===== config.mk =====
export PLATFORM = sky130hd
export DESIGN_NAME = sfcs_ram
export DESIGN_NICKNAME = d
export VERILOG_FILES = /design/src/hdl/sfcs_ram.sv
export SDC_FILE = /design/constraint.sdc
export NUM_CORES = 2
export LEC_CHECK = 0
export BUFFER_PORTS_ARGS = -buffer_cell sky130_fd_sc_hd__buf_4
export CORE_MARGIN = 3
export CORE_UTILIZATION = 50
export CTS_BUF_LIST = sky130_fd_sc_hd__clkbuf_4
export DETAILED_ROUTE_END_ITERATION = 10
export GPL_ROUTABILITY_DRIVEN = 0
export GPL_TIMING_DRIVEN = 0
export HOLD_SLACK_MARGIN = 0.02
export PLACE_DENSITY = 0.64
export REMOVE_ABC_BUFFERS = 1
export SLEW_MARGIN = 20
export SYNTH_ARGS = -nofsm -noshare
export SYNTH_HDL_FRONTEND = slang
export SYNTH_SLANG_ARGS = --single-unit

===== constraint.sdc =====
create_clock -name clk -period 4.4 [get_ports clk]
set_input_delay 0 -clock clk [delete_from_list [all_inputs] [get_ports clk]]
set_output_delay 0 -clock clk [all_outputs]
set_load 0.01 [all_outputs]

===== src/hdl/sfcs_ram.sv =====
// generic single-write, single-read ram with registered read data
// no package dependency
`timescale 1ns / 1ps

module sfcs_ram #(
	parameter int WIDTH = 32,
	parameter int DEPTH = 96
) (
	input  logic                     clk,
	input  logic                     we,
	input  logic [$clog2(DEPTH)-1:0] waddr,
	input  logic [WIDTH-1:0]         wdata,
	input  logic                     re,
	input  logic [$clog2(DEPTH)-1:0] raddr,
	output logic [WIDTH-1:0]         rdata
);

	logic [WIDTH-1:0] mem [DEPTH];

	// write port and registered read port
	always_ff @(posedge clk) begin
		if (we) begin
			mem[waddr] <= wdata;
		end
		if (re) begin
			rdata <= mem[raddr];
		end
	end

endmodule


==> impl_metrics.py <==
metrics = {
    "final_layout": {
        "final_nets": 6315,
        "area_delta_synth_final_pct": 17.23,
        "finalNonFillerCells": 9933,
        "mostFrequentLayoutCell": "edfxtp_1",
        "utilization_pct": 59.02,
        "layout-drive-gt1-share_pct": 34.96,
        "final_cell_mix": "3104 x edfxtp_1, 1091 x clkbuf_4, 670 x mux4_2",
    },
    "yosys": {
        "synth_area_um2": 118600,
        "async_flop_share_pct": 0,
        "synth_edf_count": 3104,
        "synth_warnings": 0,
        "syn_inst": 5279,
        "syn_avg_cell_area_um2": 22.47,
        "ys_seq_area_share_pct": 78.57,
        "synth_seq_cells": 3104,
        "synth_cell_types": 54,
        "ys.flop_type": "edfxtp_1",
    },
    "sta": {
        "fin_crit_sh_pct": 102.4,
        "finalHoldViolCount": 0,
        "fin_ws_ns": -0.1048,
        "drv_slew": 0,
        "setup-tns-final_ns": -0.1048,
        "tightest_slew_ns": 1.407,
        "timing.fmax_mhz": 222.0,
        "finClkSkew_ns": 0.1428,
        "rsz0062_at_grt": "false",
        "max_slew_margin_pct": 6.191,
        "setup_viol": 1,
        "period_needed_ns": 4.505,
    },
    "drt": {
        "postRouteAntennaNets": 0,
        "drcViolationCount": 0,
        "avgRoutedWirePerCell_um": 33.68,
        "firstDrtPassIters": 5,
        "first_iter_violations": 8502,
        "drt-total-wl_mm": 334.5,
        "viasPerCell": 6.241,
        "num_vias": 62000,
    },
    "worst_setup_path": {
        "cp_data_arrival_time_ns": 5.61,
        "crit_type": "in2reg",
        "start_kind": "primary input",
        "crit_chain": "dlygate4sd3_1 > buf_8 > buf_16 > buf_16 > mux4_2 > mux2i_1 > o22ai_1 > or4_1 > a21oi_1 > o221ai_1",
        "required_ns": 5.50,
        "startpoint": "raddr[2]",
        "worst_setup_path_end_kind": "register",
        "cpMostUsedCell": "buf_16",
        "path_buf_inv": 4,
        "critPathSlowestCell": "or4_1",
        "r2r_end": "rdata[15]",
        "regToRegSetupSlack_ns": 0.14,
        "rr_startpoint": "mem[63][15]",
        "critPathTopFamily": "buffers and inverters",
        "cp_max_fo": 82,
        "cpPeakStageDelay_ns": 0.74,
        "rr_worst_depth": 6,
    },
    "pwr": {
        "p_leak_nw": 44.82,
        "power_density_nw_per_um2": 424.5,
        "vdd_drop_max_v": 0.0002266,
        "p_total_w": 0.05903,
    },
    "floorplanning": {
        "rows": 178,
        "die_width_um": 493.1,
        "ioPinCount": 81,
        "fp.dieH_um": 493.1,
        "dieArea_um2": 243100,
        "coreArea_um2": 235600,
        "start_util_pct": 50.34,
    },
    "clock_network": {
        "cts_root_buf": "clkbuf_4",
        "clk_latency_ns": 1.47,
        "post_cts_buffers": 0,
        "tritoncts": "built",
        "htreeDepth": 6,
        "cts.hold.buffers_added": 146,
        "cts_made_buffers": 773,
        "cts-resized-gates": 0,
        "cts.sinks": 3104,
        "clockBufferDepth": 4,
        "cts.clk_slew.worst_paths_ns": 0.06,
    },
    "outcome": {
        "violations": "negative setup slack",
        "status": "finished with violations",
    },
    "global_routing": {
        "grt_pass1_vias": 62590,
        "grt.overflow.total": 0,
        "antenna_found_initial": 21,
        "grt_max_degree": 97,
        "grtUsageTotal_pct": 27.57,
        "grt_pass1_wl_mm": 469.1,
    },
    "hold_path": {
        "worst_hold_path.endpoint": "mem[1][7]",
        "whs_path_depth": 4,
        "hold_path_class": "in2reg",
        "worstHoldStart": "wdata[7]",
    },
    "place": {
        "place_inst": 8494,
        "place_hpwl_mm": 201.7,
        "place_ws_ns": -1.510,
        "port_buffers": 80,
    },
    "run": {
        "drv_cap": 0,
    },
}
worst reg2reg max path: cells and delay by family (launching register included):
kind,cells,cell delay [ns]
compound gates,3,1.64
flops,1,0.37
mux,2,1.15
simple gates,1,0.74
worst max path at each step:
stage / to / slack, ns / depth (start not counted)
5_1_grt: rdata[15] / 0.07 / 10
6_report: rdata[15] / -0.10 / 10
3_5_place_dp: rdata[15] / -1.51 / 10
4_1_cts: rdata[15] / 0.22 / 10
2_1_floorplan: mem[50][0] / 1.21 / 3
3_3_place_gp: rdata[16] / -18.02 / 7
Yosys cell counts (all sizes together), types with 2 or more instances:
cell	number	share of area (%)
nor2b	34	0.18
a22oi	126	0.80
buf	180	1.1
a211oi	28	0.18
a31oi	13	0.069
nor3	36	0.15
o22ai	87	0.46
nand2	97	0.31
a21oi	60	0.25
o221ai	17	0.13
nand3	68	0.29
or4	5	0.032
a31o	6	0.044
nor4	10	0.053
a2111oi	6	0.045
mux2	21	0.20
nand4	2	0.011
a221oi	41	0.30
nor2	132	0.42
and2	11	0.058
mux2i	300	2.5
or2	5	0.026
mux4	670	13
inv	2	0.0063
a22o	31	0.23
nand3b	2	0.013
nor3b	4	0.025
o22a	4	0.030
o41ai	7	0.052
edfxtp	3104	79
clkbuf	97	0.31
o21ai	32	0.14
or3	12	0.063
nand2b	13	0.069
o211ai	3	0.019
and3	5	0.026
state kept, by name (all words and copies together), names as in the netlist:
name,count
rdata,32
mem,3072
through the flow:
step / hold WS, ns / cell area, um^2
after floorplan: 0.09887 / 116900
after global placement: 0.4086 / 121400
after detailed placement: 0.4122 / 127800
after CTS: 0.02304 / 139000
after global routing: 0.08479 / 139000
final: 0.1987 / 139100
layout make-up:
cell class                      count  area (um^2)
Multi-Input combinational cell   1895        24620
Sequential cell                  3104        93210
Clock buffer                     1091         8190
Antenna cell                       30        75.07
Tap cell                         3150         3941
Clock inverter                    171        962.2
Fill cell                       17090        96570
Inverter                            3        16.27
Timing Repair Buffer              489         8051
cell families after synthesis:
| group | after synthesis | share of synthesized area [%] |
|---|---|---|
| buffers and inverters | 280 | 1.462 |
| and+or+nand+nor | 437 | 1.726 |
| muxes | 991 | 15.45 |
| AOI/OAI and AO/OA | 467 | 2.787 |
| DFF | 3104 | 78.57 |
routing by layer:
metal	global-route usage, %	vias to the layer above	wire length (um)
li1	-	25030	-
met5	0	-	53
met1	38.37	32550	127000
met2	41.71	3756	156100
met3	6.933	647	36410
met4	12.24	8	14920
where the power goes:
part	switching [W]	leakage (nW)	internal (W)
sequential	0.0000344	27.9	0.0327
clock	0.0111	5.49	0.0118
combinational	0.00218	11.4	0.00122
Note: power is estimated with default switching activity, not from simulation.
